--- src/chs_pkg.sv ---
// ----------------------------------------------------------------------------
// chs_pkg: shared types and constants for the coverage histogram block
// Beat formats, opcodes, queue entry and the status passed from back to front.
// ----------------------------------------------------------------------------
package chs_pkg;

  typedef enum logic [1:0] {
    OP_ADD    = 2'd0,
    OP_READ   = 2'd1,
    OP_REPORT = 2'd2,
    OP_CLEAR  = 2'd3
  } op_t;

  typedef struct packed {
    op_t         op;
    logic [13:0] count_a;
    logic [13:0] count_g;
    logic [13:0] count_c;
    logic [13:0] count_t;
    logic [9:0]  bin_index;
  } item_t;

  typedef struct packed {
    logic [15:0] coverage;
    logic [31:0] bin_count;
    logic [23:0] mean_q8;
    logic [23:0] std_q8;
    logic [31:0] positions;
    logic        empty_res;
    logic        clipped;
  } result_t;

  // classified item waiting for the back end
  typedef struct packed {
    op_t         op;
    logic [15:0] coverage;
    logic        clipped;
    logic [9:0]  bin_index;
  } entry_t;

  typedef struct packed {
    logic init_busy;  // clearing pass after reset in progress
  } status_t;

  localparam int QDEPTH = 4;
  localparam int QAW    = 2;

  localparam int ACCW   = 100;  // signed accumulator for n*sumsq - sum^2
  localparam int SQXW   = 114;  // radicand width
  localparam int SQRW   = 57;   // root width
  localparam int DIVW   = 57;   // dividend width of the shared divider

endpackage

--- src/chs_queue.sv ---
// ----------------------------------------------------------------------------
// chs_queue: short queue between front and back
// Four-entry FIFO of classified beats.
// ----------------------------------------------------------------------------
module chs_queue (
  input  logic            clk,
  input  logic            rst,
  input  logic            push,
  input  chs_pkg::entry_t push_entry,
  output logic            full,
  input  logic            pop,
  output chs_pkg::entry_t head,
  output logic            empty
);
  import chs_pkg::*;

  entry_t         slots [QDEPTH];
  logic [QAW-1:0] wr_ptr;
  logic [QAW-1:0] rd_ptr;
  logic [QAW:0]   fill;

  assign full  = (fill == (QAW+1)'(QDEPTH));
  assign empty = (fill == '0);
  assign head  = slots[rd_ptr];

  always_ff @(posedge clk) begin
    if (push) begin
      slots[wr_ptr] <= push_entry;
    end
  end

  always_ff @(posedge clk) begin
    if (rst) begin
      wr_ptr <= '0;
      rd_ptr <= '0;
      fill   <= '0;
    end else begin
      if (push) wr_ptr <= wr_ptr + 1'b1;
      if (pop)  rd_ptr <= rd_ptr + 1'b1;
      case ({push, pop})
        2'b10:   fill <= fill + 1'b1;
        2'b01:   fill <= fill - 1'b1;
        default: fill <= fill;
      endcase
    end
  end

endmodule

--- config.mk ---
export PLATFORM = sky130hd
export DESIGN_NAME = chs_queue
export DESIGN_NICKNAME = d
export VERILOG_FILES = /design/src/chs_pkg.sv /design/src/chs_queue.sv
export SDC_FILE = /design/constraint.sdc
export NUM_CORES = 1
export LEC_CHECK = 0
export CAP_MARGIN = 5
export CORE_UTILIZATION = 50
export CTS_CLUSTER_SIZE = 40
export DETAILED_ROUTE_END_ITERATION = 10
export DONT_BUFFER_PORTS = 1
export GPL_TIMING_DRIVEN = 0
export PLACE_DENSITY = 0.65
export SETUP_SLACK_MARGIN = 0.4
export SYNTH_ARGS = -nofsm -noshare
export SYNTH_HDL_FRONTEND = slang
export SYNTH_SLANG_ARGS = --single-unit
--- constraint.sdc ---
create_clock -name clk -period 1.9 [get_ports clk]
set_input_delay 0.19 -clock clk [delete_from_list [all_inputs] [get_ports clk]]
set_output_delay 0.19 -clock clk [all_outputs]
set_load 0.005 [all_outputs]
# ---- After elaboration in Yosys (flattened, before gate mapping)
# Memories as Yosys holds them, arrays and structs flattened. A register that Yosys moved wholly into a read port is not among the register bits.
# Index checks and enable logic that the tools add are counted.
dict set report word_totals {
  regBits 7
  ramBits 116
  out_inout_bits 31
  wordCells 18
  n_memories 1
}
dict set report classes {
  addsub 4
  eq_ne 3
  muxes 5
  reduce_logical 2
}
# memory words word_bits read_ports rd_clocked_by_memory_dff wr line_no
set memory_table {}
lappend memory_table {slots 4 29 1 1 1 chs_queue.sv:17} ;# entry_t slots [QDEPTH];
# operator count
set ops {}
lappend ops {{3-bit one-hot mux with 2 select lines} 1}
lappend ops {{2-bit by 1-bit adder with 2-bit output, second input constant} 2}
lappend ops {{2-bit 2-to-1 mux} 2}
lappend ops {{3-bit by 1-bit adder with 3-bit output, second input constant} 1}
lappend ops {{3-bit equality test, second input constant} 1}
lappend ops {{3-bit logical NOT} 1}
lappend ops {{3-bit by 1-bit subtractor with 3-bit output, second input constant} 1}
lappend ops {{2-bit by 1-bit equality test with 1-bit output, second input constant} 1}
lappend ops {{2-bit equality test, second input constant} 1}
lappend ops {{1-bit 2-to-1 mux} 2}
lappend ops {{2-bit nonzero test} 1}

# ---- Depth between registers and ports, before layout
dict set report logic_depth {
  ltp_word 3
  ltp_mapped 7
  depth_no_buf 7
}

# ---- Worst setup path before layout
# OpenSTA, ideal clock, no wires.
dict set report synth_path {
  kind {register -> register}
  startpoint {reg wr_ptr[0]}
  endpoint {mem slots[2][0] (netlist bit), enable pin}
  arrival_time_ns 1.265
  required_ns 1.511
  setup_slack_ns 0.247
  path_stages_with_launch 4
  n_path_buf 0
  cell_sequence {dfxtp_1 -> inv_1 -> ha_1 -> and2_1}
}
# item line_no
set synth_lines {}
lappend synth_lines {{start: declaration} chs_queue.sv:18} ;# logic [QAW-1:0] wr_ptr;
lappend synth_lines {{start signal: assignment} chs_queue.sv:38} ;# if (push) wr_ptr <= wr_ptr + 1'b1;
lappend synth_lines {{end: declaration} chs_queue.sv:17}
# No word-level cell before the write port.

==> flow_metrics.tcl <==
set metrics [dict create \
    status "finished clean" \
    cpPeakStageDelay_ns 0.51 \
    cts_buffer_depth 2 \
    via_count 2062 \
    pre_cts_ws_ns 0.228 \
    rr_worst_depth 5 \
    antenna_found_initial 0 \
    maxCapViolCount 0 \
    cp_max_fo 6 \
    r2r_slack_ns 0.41 \
    critical_path_required_ns 1.71 \
    grt_max_degree 30 \
    ir_worst_vdd_v 0.000728 \
    crit_path_end_kind "output pin" \
    powerDensity_nw_per_um2 1150 \
    dieHeight_um 98.2 \
    io_pins 64 \
    synth_top_cell_by_area "edfxtp_1" \
    synth-seq-area-share_pct 79.2 \
    hold_class "in2reg" \
    htree_levels 4 \
    p_leak_nw 1.91 \
    wl_per_cell_um 20.4 \
    core_area_um2 8850 \
    postSynthCellCount 198 \
    max_freq_ghz 0.546 \
    path_depth 3 \
    nets 294 \
    finalWirelength_mm 7.62 \
    cts_tree "done" \
    r2r-start "fill[0]" \
    min_period_ns 1.83 \
    fin_ws_ns 0.0687 \
    crit_buf_inv 2 \
    cts.clk_slew.worst_paths_ns 0.05 \
    synthesis.area_um2 4630 \
    crit_arrival_ns 1.64 \
    crit_path_top_delay_cell "mux4_2" \
    crit_end "head[2]" \
    clk_latency_ns 0.49 \
    regToRegEndpoint "fill[2]" \
    cp_top_family "multiplexers" \
    skew_ns 0.00936 \
    worstSetupStartpointType "flop" \
    die_width_um 98.2 \
    drive_above_1_share_pct 28.2 \
    start_util_pct 52.3 \
    ys_types 23 \
    finalHoldViolations 0 \
    gr-total-overflow 0 \
    port_buffers 0 \
    die_area_um2 9640 \
    num_antenna_cells 0 \
    crit_type "reg2out" \
    tns_ns 0 \
    syn-num-nets 237 \
    clkSinkCount 125 \
    rsz0062_at_grt "true" \
    drt_iter0_markers 108 \
    setup_viol 0 \
    area_growth_pct 24.4 \
    antenna_left 0 \
    grt_usage_pct 16.8 \
    synth_top_area_share_pct 75.3 \
    cts_buffers 17 \
    worst_pin_slew_ns 0.452 \
    max-slew-margin-rel_pct 69.9 \
    gp_congestion 0.634 \
    hpwl_mm 4.29 \
    vias_per_cell 5.51 \
    yosys_warnings 0 \
    maxSlewViolCount 0 \
    synth_area_leaders "edfxtp_1, mux4_2, dfxtp_1" \
    grt_pass1_vias 2281 \
    fin_crit_sh_pct 96.4 \
    worstPathCellList "buf_12 > clkbuf_16 > mux4_2" \
    drc 0 \
    synth.avg_cell_area_um2 23.4 \
    root_buffer "clkbuf_8" \
    dr.pass1.iters 6 \
    ys_ff_latch 125 \
    rows 34 \
    grt_pass1_wl_mm 11.7 \
]
## state kept, by name, summed over array words and instances (netlist names), named ones only
signal,count
slots,116
fill,3
rd_ptr,2
wr_ptr,2
## where the power goes
group	total (mW)	internal [mW]	switching [mW]
sequential	3.20	3.16	0.0423
combinational	0.566	0.297	0.270
clock	2.86	1.83	1.03
total	6.63	5.29	1.34
## kinds of logic after synthesis
logic type,share of synthesized area [%]
mux,14.4
flops,79.2
fa+ha+maj,1.78
simple gates,1.65
buf+inv,1.70
compound gates,0.324
xor+xnor,0.947
## per-stage QoR
step	instances	power (mW)	hold WS (ns)	cell area (um2)	utilization, %
2_1_floorplan	198	3.58	0.289	4630	-
3_3_place_gp	306	3.65	0.289	4770	53.9
3_5_place_dp	306	3.68	0.289	4770	53.9
4_1_cts	370	6.64	0.0156	5670	64.1
5_1_grt	374	6.84	0.0515	5760	65.1
6_report	374	6.63	0.0445	5760	65.1
## cell usage after synthesis, drive strengths merged
cell,instances
a21oi,2
and2,4
and3,1
buf,5
clkbuf,2
dfxtp,9
edfxtp,116
fa,1
ha,5
inv,6
mux2i,1
mux4,29
nand2,1
nor2,8
nor3,1
o21ai,1
or3,1
xnor2,2
xor2,3
## worst min-delay path by stage
stage / end / depth (start not counted) / startpoint / slack (ns)
finish: rd_ptr[0] / 2 / rst / 0.04
global route: rd_ptr[0] / 2 / rst / 0.05
CTS: rd_ptr[0] / 2 / rst / 0.02
detailed placement: slots[3][20] / 0 / push_entry[20] / 0.29
global placement: slots[2][20] / 0 / push_entry[20] / 0.29
floorplan: slots[0][0] / 0 / push_entry[0] / 0.29
## per-layer routing
layer	vias to the layer above	routed length (um)	global-route usage [%]
met3	2	363	6.37
met4	0	25	5.40
met5	-	0	0
met1	1075	3120	19.6
li1	925	-	-
met2	60	4120	28.9
## timing repair
item / CTS / global route
setup endpoints to repair: 146 / 30
resized for setup: 15 / 4
setup buffers: 3 / 2
hold buffers: 31 / 0
pin swaps: 1 / 0
endpoints found under the hold margin: 122 / 0
cloned: 0 / 2
## final cells by class
class	count	area [um2]
flip-flops and latches	125	3670
clock inverters	9	97.6
inverters	6	22.5
well taps	108	135
multi-input cells	60	897
plain buffers	7	83.8
repair buffers	38	423
fillers	597	3090
clock buffers	21	429
## layout by cell type, fill, tap and decap left out
master / count
a21oi_1: 1
buf_4: 5
clkbuf_2: 1
xor2_1: 3
o21ai_0: 1
edfxtp_1: 116
clkbuf_1: 5
and3_1: 1
mux2i_1: 1
ha_1: 5
buf_12: 5
dfxtp_2: 2
mux4_2: 29
dlygate4sd3_1: 31
clkinvlp_4: 2
nor3_1: 1
bufinv_16: 2
fa_2: 1
clkinv_1: 2
nand2_1: 1
or3_1: 1
and2_4: 4
dfxtp_4: 1
clkinv_2: 3
dfxtp_1: 6
nor2_1: 8
clkbuf_16: 18
xnor2_1: 2
inv_1: 6
a21oi_2: 1
clkbuf_8: 1
Power figures use the tool's default switching activity.
