--- src/chs_pkg.sv ---
// ----------------------------------------------------------------------------
// chs_pkg: shared types and constants for the coverage histogram block
// Beat formats, opcodes, queue entry and the status passed from back to front.
// ----------------------------------------------------------------------------
package chs_pkg;

  typedef enum logic [1:0] {
    OP_ADD    = 2'd0,
    OP_READ   = 2'd1,
    OP_REPORT = 2'd2,
    OP_CLEAR  = 2'd3
  } op_t;

  typedef struct packed {
    op_t         op;
    logic [13:0] count_a;
    logic [13:0] count_g;
    logic [13:0] count_c;
    logic [13:0] count_t;
    logic [9:0]  bin_index;
  } item_t;

  typedef struct packed {
    logic [15:0] coverage;
    logic [31:0] bin_count;
    logic [23:0] mean_q8;
    logic [23:0] std_q8;
    logic [31:0] positions;
    logic        empty_res;
    logic        clipped;
  } result_t;

  // classified item waiting for the back end
  typedef struct packed {
    op_t         op;
    logic [15:0] coverage;
    logic        clipped;
    logic [9:0]  bin_index;
  } entry_t;

  typedef struct packed {
    logic init_busy;  // clearing pass after reset in progress
  } status_t;

  localparam int QDEPTH = 4;
  localparam int QAW    = 2;

  localparam int ACCW   = 100;  // signed accumulator for n*sumsq - sum^2
  localparam int SQXW   = 114;  // radicand width
  localparam int SQRW   = 57;   // root width
  localparam int DIVW   = 57;   // dividend width of the shared divider

endpackage

--- src/chs_front.sv ---
// ----------------------------------------------------------------------------
// chs_front: input stage
// Sums the four base counts, flags top-bin saturation and pushes the beat.
// ----------------------------------------------------------------------------
module chs_front #(
  parameter int BINS = 1024
) (
  input  logic            clk,
  input  logic            rst,
  input  chs_pkg::item_t  item,
  input  logic            item_valid,
  output logic            item_stall,
  input  chs_pkg::status_t status,
  input  logic            q_full,
  output logic            push,
  output chs_pkg::entry_t push_entry
);
  import chs_pkg::*;

  logic [15:0] cov;
  logic        busy_q;

  // hold stall through reset and one register behind init_busy, so the sweep is always seen
  always_ff @(posedge clk) begin
    if (rst) begin
      busy_q <= 1'b1;
    end else begin
      busy_q <= status.init_busy;
    end
  end

  assign cov = 16'(item.count_a) + 16'(item.count_g) + 16'(item.count_c)
             + 16'(item.count_t);

  assign item_stall = q_full | status.init_busy | busy_q;
  assign push       = item_valid & ~item_stall;

  always_comb begin
    push_entry.op        = item.op;
    push_entry.bin_index = item.bin_index;
    if (item.op == OP_ADD) begin
      push_entry.coverage = cov;
      push_entry.clipped  = ({1'b0, cov} >= 17'(BINS - 1));
    end else begin
      push_entry.coverage = '0;
      push_entry.clipped  = 1'b0;
    end
  end

endmodule

--- config.mk ---
export PLATFORM = sky130hd
export DESIGN_NAME = chs_front
export DESIGN_NICKNAME = d
export VERILOG_FILES = /design/src/chs_pkg.sv /design/src/chs_front.sv
export SDC_FILE = /design/constraint.sdc
export NUM_CORES = 1
export LEC_CHECK = 0
export BUFFER_PORTS_ARGS = -buffer_cell sky130_fd_sc_hd__buf_2
export CORE_ASPECT_RATIO = 0.7
export CORE_MARGIN = 1
export CORE_UTILIZATION = 34
export DETAILED_ROUTE_END_ITERATION = 16
export PLACE_DENSITY = 0.78
export SKIP_CTS_REPAIR_TIMING = 1
export SLEW_MARGIN = 40
export SYNTH_ARGS = -nofsm -noshare
export SYNTH_HDL_FRONTEND = slang
export SYNTH_SLANG_ARGS = --single-unit
--- constraint.sdc ---
create_clock -name clk -period 3.6 [get_ports clk]
set_clock_uncertainty 0.2 [all_clocks]
set_input_delay 0.18 -clock clk [delete_from_list [all_inputs] [get_ports clk]]
set_output_delay 0.18 -clock clk [all_outputs]
set_load 0.02 [all_outputs]
## Yosys cells after proc, flatten, opt, wreduce, memory -nomap -nowiden

Cells that the tools add are included.

| word-level totals | value |
|---|---|
| register bits | 1 |
| input bits | 73 |
| output and inout bits | 31 |

| operators by class | value |
|---|---|
| add/sub/neg operators | 3 |
| magnitude comparators | 1 |
| multiplexer cells | 1 |
| bitwise gates (word level) | 4 |
| reduce and logical (&&, ||, !) cells | 1 |

Operators with widths:

| cell | count |
|---|---|
| $mux W17 | 1 |
| $add A15 B14 Y16 | 1 |
| $add A16 B14 Y16 | 1 |
| $ge A16 B10 Y1 const B | 1 |
| $add A14 B14 Y15 | 1 |
| $logic_not A2 Y1 | 1 |
| $or A1 B1 Y1 | 2 |
| $and A1 B1 Y1 | 1 |
| $not A1 Y1 | 1 |

## Depth between registers and ports, before layout

Gate-level depths: netlist of run 1.

| logic depth | value |
|---|---|
| word-level depth | 5 |
| depth in mapped cells | 12 |

## Worst setup path after synthesis of run 1

Ideal clock, no wire load.

| timing path | value |
|---|---|
| kind | input-to-output |
| start point | input item[11] (netlist bit) |
| end point | output push_entry[10] (netlist bit) |
| arrival time | 3.617 ns |
| setup slack | -0.397 ns |
| stages | 12 |
| path buffers | 0 |
| cells stage by stage | inv_1 fa_1 fa_1 inv_1 ha_1 fa_1 a21o_1 a21oi_2 xnor2_1 or4_1 or4b_1 a41oi_2 |

RTL lines:

| item | RTL line | text |
|---|---|---|
| start: declaration | chs_front.sv:10 | `input chs_pkg::item_t item,` |
| end: declaration | chs_front.sv:16 | `output chs_pkg::entry_t push_entry` |

==> key figures, run 1 <==
Run status
  • Status: finished, violations left
  • Violations in the final reports: setup timing

Finish
  • Syn-to-layout area delta: 47.67%
  • Most frequent cells in the layout: buf_2, inv_1, buf_4
  • Design area: 2694 um^2
  • Top flop regs: busy_q x1
  • Largest register FFs: 1
  • Reg area: 20.02 um^2
  • Area of the multi-input gates: 1597 um^2
  • Layout cell share with drive strength beyond 1: 0.4335
  • # fillers: 462
  • Ant diodes: 0
  • Leading cell type in the layout, fill and taps excluded: buf_2
  • Top reg by flops: busy_q
  • Nets: 464

Routing
  • 1st-iter DRT viols: 71
  • Via count: 1850
  • DRC: 0
  • WL/cell: 10.09 um
  • Drt first pass iters: 4
  • WL final: 4187 um
  • Post-DR vias/cell: 4.458
  • Final ANT Viol Nets: 0

Min path
  • Worst hold path type: primary input to output pin

Timing
  • Post-route clock period utilization: 1.075
  • FMAX: 0.2583 GHz
  • RSZ-0062 raised after global routing: true
  • Least-Margin Pin Slew: 312.2 ps
  • Final setup viols: 1
  • Final Max Tran Viols: 0
  • Setup ws final: -271.7 ps
  • Worst slew margin: 0.7910
  • Hold Fails Final Rpt: 0
  • Final Critical Period: 3872 ps

Critical path
  • Critical Path RT: 3220 ps
  • Critical path type: primary input to output pin
  • CP Max Fanout: 3
  • CP Launch Type: primary input
  • CP endpoint kind: output pin
  • CP Data Arrival Time: 3490 ps

GRT
  • Largest net degree at the start of global routing: 15
  • Initial antenna violation count: 0
  • GRT Util Overall: 0.1402
  • Vias in the first global route: 1616
  • First-pass GRT wire length: 6541 um
  • Global route total overflow: 0

Floorplan
  • Die Wd: 89.55 um
  • Core area: 4966 um^2
  • Die area: 5667 um^2
  • Die Height: 63.29 um
  • I/O pin count: 104
  • Rows: 21
  • Initial core utilization: 0.3673

Synth
  • Synth Net Count: 364
  • Register area share after synthesis: 0.01097
  • Synthesis-stage register bit count: 1
  • Cell variety after synth: 42
  • Syn_area_per_cell: 7.356 um^2
  • Post-synth EDFFs: 0
  • Cells after synthesis: 248
  • Synth warnings: 0
  • Synth Cell Area: 1824 um^2
  • FFs w/ async S/R, synth: 0
  • Post-synth top flop: dfxtp_1

Power and ir drop
  • Total power: 0.001260 W
  • Peak VDD IR: 149.2 uV
  • Leak: 1.526 nW
  • PD cells: 467.7 nW/um^2

Place
  • PortBufs: 83
  • HPWL after DPL: 3660 um
  • Setup WS pre-CTS: -444.9 ps
  • Dpl cell area: 2471 um^2
  • RePlAce Congestion: 0.7974

Run
  • Max Cap Violations: 0
==> critical path, stage by stage <==
cell,delay [ps]
buf_6,70
inv_2,30
fa_1,510
fa_1,530
inv_2,40
ha_4,150
fa_2,350
a21o_1,220
a21oi_2,130
xnor2_1,80
or4_1,400
or4b_4,510
a41oi_4,150
buf_6,140
==> cell usage after synthesis, drive strengths merged (3+ instances only) <==
library cell  number  area [um^2]
inv               85        319.1
fa                28        560.5
nor2              25        93.84
ha                15        187.7
buf               12        90.09
a21oi             11        58.81
o21ai              8        40.04
nand2              7        26.28
a21o               5        37.54
xor2               5        43.79
and2               4        25.02
clkbuf             3        11.26
nand3              3        15.01
o221a              3        33.78
xnor2              3        26.28
==> layer usage <==
layer  GRT usage  wire, um  vias to the layer above
li1            -         -                      945
met1      0.2083      2032                      826
met2      0.2348      1893                       75
met3    0.003932       230                        4
met4    0.009921        30                        0
met5           0         0                        -
==> worst paths after layout <==
path                              to  depth (start not counted)      from  slack, ps
worst max-delay path  push_entry[10]                         14  item[25]       -270
worst min-delay path   push_entry[3]                          0   item[3]        160
==> final cells by class <==
| cell class | instances | share of cell area |
|---|---|---|
| flip-flops and latches | 1 | 0.007432 |
| well taps | 69 | 0.03205 |
| multi-input cells | 147 | 0.5927 |
| inverters | 85 | 0.1212 |
| repair buffers | 113 | 0.2466 |
==> through the flow <==
step / hold slack, ps / utilization / cells / setup TNS, ps
final: 160.0 / 0.5425 / 415 / -271.7
after global routing: 160.0 / 0.5425 / 415 / -459.8
after CTS: 160.1 / 0.4976 / 412 / -760.0
after detailed placement: 160.1 / 0.4976 / 412 / -743.5
after global placement: 160.1 / 0.4976 / 412 / -613.2
after floorplan: 83.81 / - / 248 / -91.72
==> power breakdown <==
| part | total (W) | leakage (nW) | internal, W | switching (W) |
|---|---|---|---|---|
| registers | 0.0000120 | 0.00836 | 0.0000119 | 0.000000120 |
| clock network | 0 | 0 | 0 | 0 |
| logic | 0.00125 | 1.52 | 0.000628 | 0.000619 |
==> logic make-up (layout without fill, tap and decap cells) <==
group                    count (synthesis)  after routing  synth area share
multiplexers                             1              1          0.006172
buffers and inverters                  100            198            0.2305
XOR/XNOR                                 8              8           0.03841
AND/OR/NAND/NOR                         51             51            0.1324
adder cells (fa/ha/maj)                 43             43            0.4102
AO/OA/AOI/OAI                           44             44            0.1715
flip-flops                               1              1           0.01097
Note: power is estimated with default switching activity, not from simulation.
==> run 2: changes to the inputs <==
- PLACE_DENSITY: 0.78 -> 0.75
- clock period: 3.6 -> 4.8 ns (I/O delays scaled with it)
==> run 2 against run 1 <==
Global-route usage grew 0.094 points. Die area did not move. Final cell count down 7.0%. Final area fell by 17%. The flow now finishes without violations. Critical endpoint unchanged. Setup slack better by 680 ps.
==> key figures, run 2 (same netlist as run 1, synthesis figures left out) <==
Run status
  • Status: finished, final reports clean

Critical path
  • Worst Setup SP: item[11]
  • CP endpoint kind: output pin
  • Crit path largest cell delay: 510 ps
  • Most common cell on crit path: fa_1
  • Critical Path End: push_entry[10]
  • Critical-path cell list: buf_2 -> inv_1 -> fa_1 -> fa_1 -> inv_1 -> ha_1 -> fa_1 -> a21o_1 -> a21oi_2 -> xnor2_1 -> or4_1 -> or4b_1 -> a41oi_2 -> buf_2
  • CP Max Fanout: 3
  • CP Launch Type: primary input
  • Critical path type: primary input to output pin
  • CP max stage cell: fa_1
  • Critical Path RT: 4360 ps
  • CP Data Arrival Time: 3950 ps

Routing
  • Final ANT Viol Nets: 0
  • 1st-iter DRT viols: 79
  • WL final: 3891 um
  • Via count: 1729
  • DRC: 0
  • Post-DR vias/cell: 4.479
  • Drt first pass iters: 4
  • WL/cell: 10.08 um

Timing
  • Worst slew margin: 0.6629
  • Final Max Tran Viols: 0
  • Post-route clock period utilization: 0.9155
  • Final setup viols: 0
  • Final Critical Period: 4395 ps
  • RSZ-0062 raised after global routing: false
  • Least-Margin Pin Slew: 502.3 ps
  • FMAX: 0.2276 GHz
  • Fin Setup TNS: 0 ps
  • Hold Fails Final Rpt: 0

Run
  • Max Cap Violations: 0

GRT
  • Global route total overflow: 0
  • Largest net degree at the start of global routing: 15
  • First-pass GRT wire length: 6555 um
  • Vias in the first global route: 1630
  • GRT Util Overall: 0.1412
  • Initial antenna violation count: 0

Finish
  • Most frequent cells in the layout: inv_1, buf_2, fa_1
  • Leading cell type in the layout, fill and taps excluded: inv_1
  • # fillers: 523
  • Top reg by flops: busy_q
  • Ant diodes: 0
  • Top flop regs: busy_q x1
  • Layout cell share with drive strength beyond 1: 0.2871
  • Nets: 435
  • Design area: 2232 um^2
  • Largest register FFs: 1
  • Syn-to-layout area delta: 22.36%

Place
  • PortBufs: 83
  • Dpl cell area: 2232 um^2
  • RePlAce Congestion: 0.8192
  • HPWL after DPL: 3634 um

Floorplan
  • Die Height: 63.29 um
  • Core area: 4966 um^2
  • I/O pin count: 104
  • Initial core utilization: 0.3673
  • Die area: 5667 um^2
  • Rows: 21
  • Die Wd: 89.55 um

Power and ir drop
  • Peak VDD IR: 84.43 uV
  • Leak: 1.368 nW
  • PD cells: 294.0 nW/um^2

Min path
  • Worst hold path type: primary input to flip-flop
  • Hold Crit Start: rst
  • Hold Path Stages: 2

Clocking
  • CTS clk-pin slew, worst paths: 0 ps
run 2: cell types whose count changed in the layout (fill, tap and decap cells not counted), moves of 2 or more:
| cell | previous run | this run |
|---|---|---|
| a21oi_4 | 2 | 0 |
| buf_4 | 32 | 1 |
| buf_2 | 78 | 83 |
| inv_1 | 76 | 85 |
| ha_1 | 7 | 15 |
| a21oi_1 | 8 | 10 |
| buf_6 | 3 | 0 |
| ha_4 | 8 | 0 |
| inv_2 | 8 | 0 |
run 2: worst max-delay path: cells and delay by family:
kind / cells / cell delay, ps
fa+ha+maj: 4 / 1680
buf+inv: 4 / 350
xor+xnor: 1 / 90
compound gates: 3 / 590
simple gates: 2 / 1000
run 2: how the worst min path moves through the flow:
stage	endpoint	slack (ps)
after global routing	busy_q$_SDFF_PP1_	240
after global placement	busy_q$_SDFF_PP1_	220
after detailed placement	busy_q$_SDFF_PP1_	230
after floorplan	busy_q$_SDFF_PP1_	140
after CTS	busy_q$_SDFF_PP1_	230
final	busy_q$_SDFF_PP1_	230
run 2: cell type report:
| cell class | instances | area [um^2] | area share |
|---|---|---|---|
| repair buffers | 84 | 422.9 | 0.1895 |
| multi-input cells | 147 | 1384 | 0.6200 |
| inverters | 85 | 319.1 | 0.1429 |
| well taps | 69 | 86.33 | 0.03868 |
| flip-flops and latches | 1 | 20.02 | 0.008969 |
run 2: where the power goes:
group          leakage, nW  switching (W)  internal, W   total [W]
Clock                    0              0            0           0
Combinational         1.36       0.000377     0.000270    0.000647
Sequential         0.00836    0.000000101   0.00000893  0.00000903
Total                 1.37       0.000378     0.000279    0.000656
run 2: metal layers:
metal / global-route usage / part of all wire
met2: 0.2386 / 0.43
met5: 0 / 0
met4: 0.01190 / 0
met3: 0.006553 / 0.087
met1: 0.2052 / 0.48
run 2: through the flow:
stage	hold slack, ps	worst slack (ps)	std cells	util	power [W]
finish	226.8	405.4	386	0.4495	0.0006563
detailed placement	226.6	427.3	386	0.4495	0.0006542
CTS	226.6	402.7	386	0.4495	0.0006569
global placement	224.7	467.7	386	0.4495	0.0006378
floorplan	143.8	683.0	248	-	0.0005025
global route	236.9	220.2	386	0.4495	0.0007391
==> run 3: changes to the inputs <==
- CORE_MARGIN: 1 -> 5
==> run 3 against run 2 <==
Sequential power about the same. Hold slack worse by 1.3 ps. Fmax up 0.50%. Setup slack better by 22 ps. Final area up 0.17%. Largest cell class unchanged.
==> key figures, run 3 (same netlist as run 1, synthesis figures left out) <==
Run status
  • Status: finished, final reports clean

GRT
  • GRT Util Overall: 0.1149
  • Largest net degree at the start of global routing: 15
  • Global route total overflow: 0
  • Vias in the first global route: 1664
  • Initial antenna violation count: 0
  • First-pass GRT wire length: 7113 um

Min path
  • Worst hold path type: primary input to flip-flop

Floorplan
  • Die area: 6954 um^2
  • Die Wd: 97.55 um
  • I/O pin count: 104
  • Core area: 5230 um^2
  • Rows: 22
  • Initial core utilization: 0.3488
  • Die Height: 71.29 um

Finish
  • Largest register FFs: 1
  • Layout cell share with drive strength beyond 1: 0.2871
  • Top reg by flops: busy_q
  • Syn-to-layout area delta: 22.56%
  • Top flop regs: busy_q x1
  • Leading cell type in the layout, fill and taps excluded: inv_1
  • Nets: 435
  • Ant diodes: 0
  • Most frequent cells in the layout: inv_1, buf_2, fa_1
  • Final core occ: 0.4275

Critical path
  • Critical Path RT: 4360 ps
  • Critical path type: primary input to output pin
  • Worst Setup SP: item[11]
  • CP Data Arrival Time: 3930 ps
  • CP Max Fanout: 3
  • CP Launch Type: primary input
  • Critical Path End: push_entry[10]
  • CP endpoint kind: output pin

Routing
  • Final ANT Viol Nets: 0
  • Drt first pass iters: 4
  • 1st-iter DRT viols: 43
  • Post-DR vias/cell: 4.350
  • Via count: 1692
  • DRC: 0
  • WL/cell: 10.09 um
  • WL final: 3924 um

Timing
  • Least-Margin Pin Slew: 475.7 ps
  • Worst slew margin: 0.6808
  • Final Max Tran Viols: 0
  • Final Critical Period: 4373 ps
  • Final setup viols: 0
  • Fin Setup TNS: 0 ps
  • Post-route clock period utilization: 0.9110
  • Hold Fails Final Rpt: 0
  • FMAX: 0.2287 GHz
  • RSZ-0062 raised after global routing: false

Run
  • Max Cap Violations: 0

Clocking
  • CTS clk-pin slew, worst paths: 0 ps

Power and ir drop
  • PD cells: 289.7 nW/um^2
  • Leak: 1.368 nW
  • Peak VDD IR: 87.72 uV

Place
  • RePlAce Congestion: 0.8510
  • HPWL after DPL: 3734 um
  • PortBufs: 83
==> run 3: cell counts in the layout (fill, tap and decap cells not counted) <==
No cell type changed its count.
==> run 3: worst min path at each step <==
| stage | startpoint | slack, ps | depth (start not counted) | to |
|---|---|---|---|---|
| floorplan | rst | 140 | 1 | busy_q$_SDFF_PP1_ |
| global placement | rst | 220 | 2 | busy_q$_SDFF_PP1_ |
| detailed placement | rst | 230 | 2 | busy_q$_SDFF_PP1_ |
| CTS | rst | 230 | 2 | busy_q$_SDFF_PP1_ |
| global route | rst | 250 | 2 | busy_q$_SDFF_PP1_ |
| finish | rst | 230 | 2 | busy_q$_SDFF_PP1_ |
==> run 3: cell type report <==
class                   count  area [um^2]
fillers                   566         2994
multi-input cells         147         1384
repair buffers             84        422.9
inverters                  85        319.1
well taps                  72        90.09
flip-flops and latches      1        20.02
==> run 3: critical path, cell delays in order <==
cell and delay (ps):
buf_2 70, inv_1 40, fa_1 490, fa_1 510, inv_1 40, ha_1 230
fa_1 420, a21o_1 220, a21oi_2 140, xnor2_1 90, or4_1 510, or4b_1 490
a41oi_2 220, buf_2 200
==> run 3: per-stage QoR <==
| stage | setup slack (ps) | std cells | hold slack (ps) | power, W | instance area [um^2] |
|---|---|---|---|---|---|
| 6_report | 427.2 | 389 | 225.5 | 0.0006478 | 2236 |
| 5_1_grt | 263.0 | 389 | 247.9 | 0.0007382 | 2236 |
| 4_1_cts | 433.5 | 389 | 227.4 | 0.0006495 | 2236 |
| 3_5_place_dp | 439.2 | 389 | 227.4 | 0.0006465 | 2236 |
| 3_3_place_gp | 470.5 | 389 | 224.2 | 0.0006398 | 2236 |
| 2_1_floorplan | 683.0 | 248 | 143.8 | 0.0005025 | 1824 |
==> run 3: routing by layer <==
layer / GRT usage / wire length (um) / vias up
met5: 0 / 0 / -
met4: 0 / 0 / 0
met3: 0.01946 / 395 / 0
met2: 0.1739 / 1564 / 79
met1: 0.1817 / 1964 / 727
li1: - / - / 886
==> run 3: where the power goes <==
group | total (W) | internal (W) | switching, W
clock | 0 | 0 | 0
sequential | 0.00000902 | 0.00000893 | 0.0000000911
combinational | 0.000639 | 0.000267 | 0.000372
total | 0.000648 | 0.000276 | 0.000372
